**src/hdl/ccp_pkg.sv**
```systemverilog
// ============================================================================
// ccp_pkg: shared constants for the circumcircle block
// Result widths, divider and square root sizes, and the queue depth.
// ============================================================================
package ccp_pkg;

    // Width of each result coordinate and of the radius.
    localparam int OUT_W      = 32;
    // Width of the configuration register.
    localparam int LIMIT_W    = 16;
    // Quotient bits produced by the center divider.
    localparam int QUO_W      = 32;
    // Distance from the second point to the center, signed.
    localparam int DX_W       = 33;
    // Squared distance, unsigned.
    localparam int DIST_W     = 2 * DX_W + 1;
    // Root bits and the working width of the square root remainder.
    localparam int ROOT_W     = 34;
    localparam int SQR_W      = DIST_W + 1;
    // Entries in the queue between the front and the back end.
    localparam int FIFO_DEPTH = 4;

    // Width of one queue entry for a given coordinate width:
    // two numerators, the determinant, the second point and the flag.
    function automatic int entry_w(input int w);
        return 2 * (3 * w + 3) + (2 * w + 3) + 2 * w + 1;
    endfunction

endpackage

```
**src/hdl/ccp_fifo.sv**
```systemverilog
// ============================================================================
// ccp_fifo: short queue between the front and the back end
// Register based first-in first-out buffer with valid/ready on both sides.
// ============================================================================
module ccp_fifo #(
    parameter int DW = 8
) (
    input  logic          i_clk,
    input  logic          i_rst_n,
    input  logic          i_valid,
    output logic          o_ready,
    input  logic [DW-1:0] i_data,
    output logic          o_valid,
    input  logic          i_ready,
    output logic [DW-1:0] o_data
);
    import ccp_pkg::*;

    localparam int AW = $clog2(FIFO_DEPTH);

    logic [DW-1:0] r_mem [0:FIFO_DEPTH-1];
    logic [AW-1:0] r_wp;
    logic [AW-1:0] r_rp;
    logic [AW:0]   r_cnt;
    logic          w_push;
    logic          w_pop;

    assign o_ready = (r_cnt != (AW+1)'(FIFO_DEPTH));
    assign o_valid = (r_cnt != '0);
    assign o_data  = r_mem[r_rp];
    assign w_push  = i_valid && o_ready;
    assign w_pop   = o_valid && i_ready;

    // Pointers and fill count.
    always_ff @(posedge i_clk) begin
        if (!i_rst_n) begin
            r_wp  <= '0;
            r_rp  <= '0;
            r_cnt <= '0;
        end else begin
            if (w_push) begin
                r_wp <= r_wp + 1'b1;
            end
            if (w_pop) begin
                r_rp <= r_rp + 1'b1;
            end
            if (w_push && !w_pop) begin
                r_cnt <= r_cnt + 1'b1;
            end else if (!w_push && w_pop) begin
                r_cnt <= r_cnt - 1'b1;
            end
        end
    end

    // Entry storage.
    always_ff @(posedge i_clk) begin
        if (w_push) begin
            r_mem[r_wp] <= i_data;
        end
    end

endmodule

```
**config.mk**
```make
export PLATFORM = sky130hd
export DESIGN_NAME = ccp_fifo
export DESIGN_NICKNAME = d
export VERILOG_FILES = /design/src/hdl/ccp_pkg.sv /design/src/hdl/ccp_fifo.sv
export SDC_FILE = /design/constraint.sdc
export NUM_CORES = 1
export LEC_CHECK = 0
export BUFFER_PORTS_ARGS = -buffer_cell sky130_fd_sc_hd__buf_2
export CAP_MARGIN = 30
export CORE_ASPECT_RATIO = 1.2
export CORE_MARGIN = 2
export CORE_UTILIZATION = 35
export DETAILED_ROUTE_END_ITERATION = 12
export PLACE_DENSITY = 0.59
export RECOVER_POWER = 25
export SLEW_MARGIN = 25
export SYNTH_ARGS = -nofsm -noshare
export SYNTH_HDL_FRONTEND = slang
export SYNTH_SLANG_ARGS = --single-unit
```
**constraint.sdc**
```tcl
create_clock -name i_clk -period 2.65 [get_ports i_clk]
set_clock_uncertainty 0.15 [all_clocks]
set_input_delay 0.53 -clock i_clk [delete_from_list [all_inputs] [get_ports i_clk]]
set_output_delay 0.53 -clock i_clk [all_outputs]
set_load 0.02 [all_outputs]
```
==> out/qor.csv <==
metric,value,unit
crit path kind,reg2reg,
std cell rows,27,
Area growth syn-to-layout,16.4,%
clock buffer depth,2,
PwrDens,973,nW/um^2
Die Footprint,5300,um^2
multiplexer share of the synthesized area,12.7,%
drt total wl,2.53,mm
nets,134,
Worst Path Max Fanout,7,
crit share post-route,89.0,%
largest net degree at the start of global routing,13,
syn_area_per_cell,18.4,um^2
layout cells sized above 1,29.9,%
leakage power,0.671,nW
Core ar.,4560,um^2
Multi-input gate area,492,um^2
io pins,22,
Synth Area in Adders,4.98,%
most frequent cells in the layout,"edfxtp_1 (32), buf_2 (15), dfxtp_1 (9), mux4_2 (8), and2_1 (8)",
Unique masters post-synth,22,
Worst EP required,2720,ps
Wirelength per Cell,14.5,um
clk_lat worst skew,290,ps
# diodes,0,
Final Hold Viols,0,
Die X-Extent,66.8,um
sum of negative setup slack,0,ps
vias in the first global route,891,
CTS Sinks,41,
HPWL after detailed placement,1.81,mm
critical path data arrival time,2420,ps
Sequential Area,1140,um^2
run status,"finished, final reports clean",
vias per cell,4.58,
largest family of logic cells by synthesized area,multiplexers,
first-pass GRT wire length,4.29,mm
Peak supply drop,566,uV
Simple-Gate Fraction of Synth Area,5.74,%
compound-gate portion of the synthesized area,4.15,%
remaining antenna violation count after routing,0,
#FFs+latches synth,41,
post-CTS setup buffers,0,
Ys Warns,0,
drt pass-1 iters,4,
Least-Margin Pin Slew,432,ps
"commonest non-fill, non-tap cell in the layout",edfxtp_1,
H-tree levels,2,
Worst setup EP type,flop,
Synth top area share,58.0,%
initial antenna violation count,0,
residual DRC count,0,
syn_nets,108,
CTS tree,done,
Reg2Reg Launch Point,r_cnt[0],
Final setup viols,0,
Worst slew margin,71.2,%
RSZ-0062 raised after global routing,false,
post_cts resized,0,
Post-Syn Area,1660,um^2
hold_sp,i_data[4],
Startpoint Class,flop,
"Seq/Total Area, Yosys",68.9,%
"Reg clk slew, reported paths",70,ps
PortBufs,21,
All-Layer GR Usage,11.4,%
Critical Path Start,r_cnt[0],
post-route cell area,1930,um^2
hold_buf cts,0,
routability cong.,0.710,
initial DRC count,44,
die height,79.4,um
vias post-DR,802,
global-route congestion overflow total,0,
cell count after synthesis,90,
FILL cells,434,
power consumption,1.88,mW
Starting Density,36.3,%
Final min period,2360,ps
CTS buffer count,5,
post-synth top area cell,edfxtp_1,
max-capacitance violation count,0,
XOR/XNOR Fraction of Synth Area,2.11,%
Pins Over Slew Limit,0,
Fmax,424,MHz
Hold Path Class,in2reg,
Synth area leaders,"edfxtp_1 (58%), dfxtp_1 (11%), mux4_2 (11%)",
clk root buf,clkbuf_8,
area post-placement,1830,um^2
kinds of logic (layout without fill, tap and decap cells):
| family | after synthesis | count (layout) |
|---|---|---|
| AOI/OAI and AO/OA | 5 | 5 |
| and+or+nand+nor | 17 | 17 |
| xor gates and xnor gates | 4 | 4 |
| adders and majority gates | 6 | 6 |
| muxes | 11 | 11 |
| buffers and inverters | 6 | 33 |
| DFF | 41 | 41 |
layout make-up:
class                      instances  area share [%]
tap                               58            3.76
multi-input combinational         43            25.5
inverter                           3           0.584
clock buffer                       6            3.76
timing repair buffer              22            5.45
clock inverter                     2            1.75
sequential                        41            59.2
power breakdown:
part           total, mW  leakage, nW  switching [mW]  internal (mW)
clock network      0.475       0.0528           0.198          0.278
registers          0.865        0.367          0.0741          0.791
logic              0.536        0.251           0.281          0.256
total               1.88        0.671           0.552           1.32
layer usage:
metal / share of wire, % / track usage, % / wire length [um] / up-vias
met2: 53 / 19.9 / 1340 / 22
met3: 5.6 / 4.11 / 142 / 6
li1: - / - / - / 387
met5: 0 / 0 / 0 / -
met4: 2.1 / 4.90 / 53 / 0
met1: 39 / 12.2 / 995 / 387
state kept, by name, summed over array words and instances, names as in the netlist, named ones only:
| signal | count |
|---|---|
| r_wp | 2 |
| r_mem | 32 |
| r_rp | 2 |
| r_cnt | 3 |
final timing paths:
path | slack, ps | to | cells past startpoint
hold / removal | 310 | r_mem[3][4] | 1
setup / recovery | 290 | r_cnt[2] | 8
setup reg to reg | 290 | r_cnt[2] | 8
hold reg to reg | 350 | r_wp[0] | 2
synthesized netlist by cell type (all sizes together):
| library cell | n |
|---|---|
| dfxtp | 9 |
| a21boi | 2 |
| nor2 | 1 |
| mux2i | 3 |
| nor2b | 1 |
| nand2 | 5 |
| ha | 5 |
| fa | 1 |
| inv | 3 |
| o21ai | 1 |
| o31ai | 1 |
| o311ai | 1 |
| xnor2 | 3 |
| or3 | 2 |
| edfxtp | 32 |
| buf | 1 |
| and2 | 8 |
| clkbuf | 2 |
| xor2 | 1 |
| mux4 | 8 |
metrics by stage:
step                utilization [%]  hold WS [ps]  worst slack (ps)  std cells
global placement               40.1           330               346        167
finish                         42.3           315               291        175
global route                   42.3           316              81.8        175
detailed placement             40.1           346               289        167
CTS                            42.4           296               265        175
floorplan                         -           318               445         90
critical path, cell delays in order, from the launching register on:
cell	delay [ps]
dfxtp_1	530
nor2_2	100
a21boi_4	250
ha_1	220
inv_1	60
fa_1	370
xor2_1	150
or3_1	310
a21boi_0	150
(Power assumes the default switching activity.)
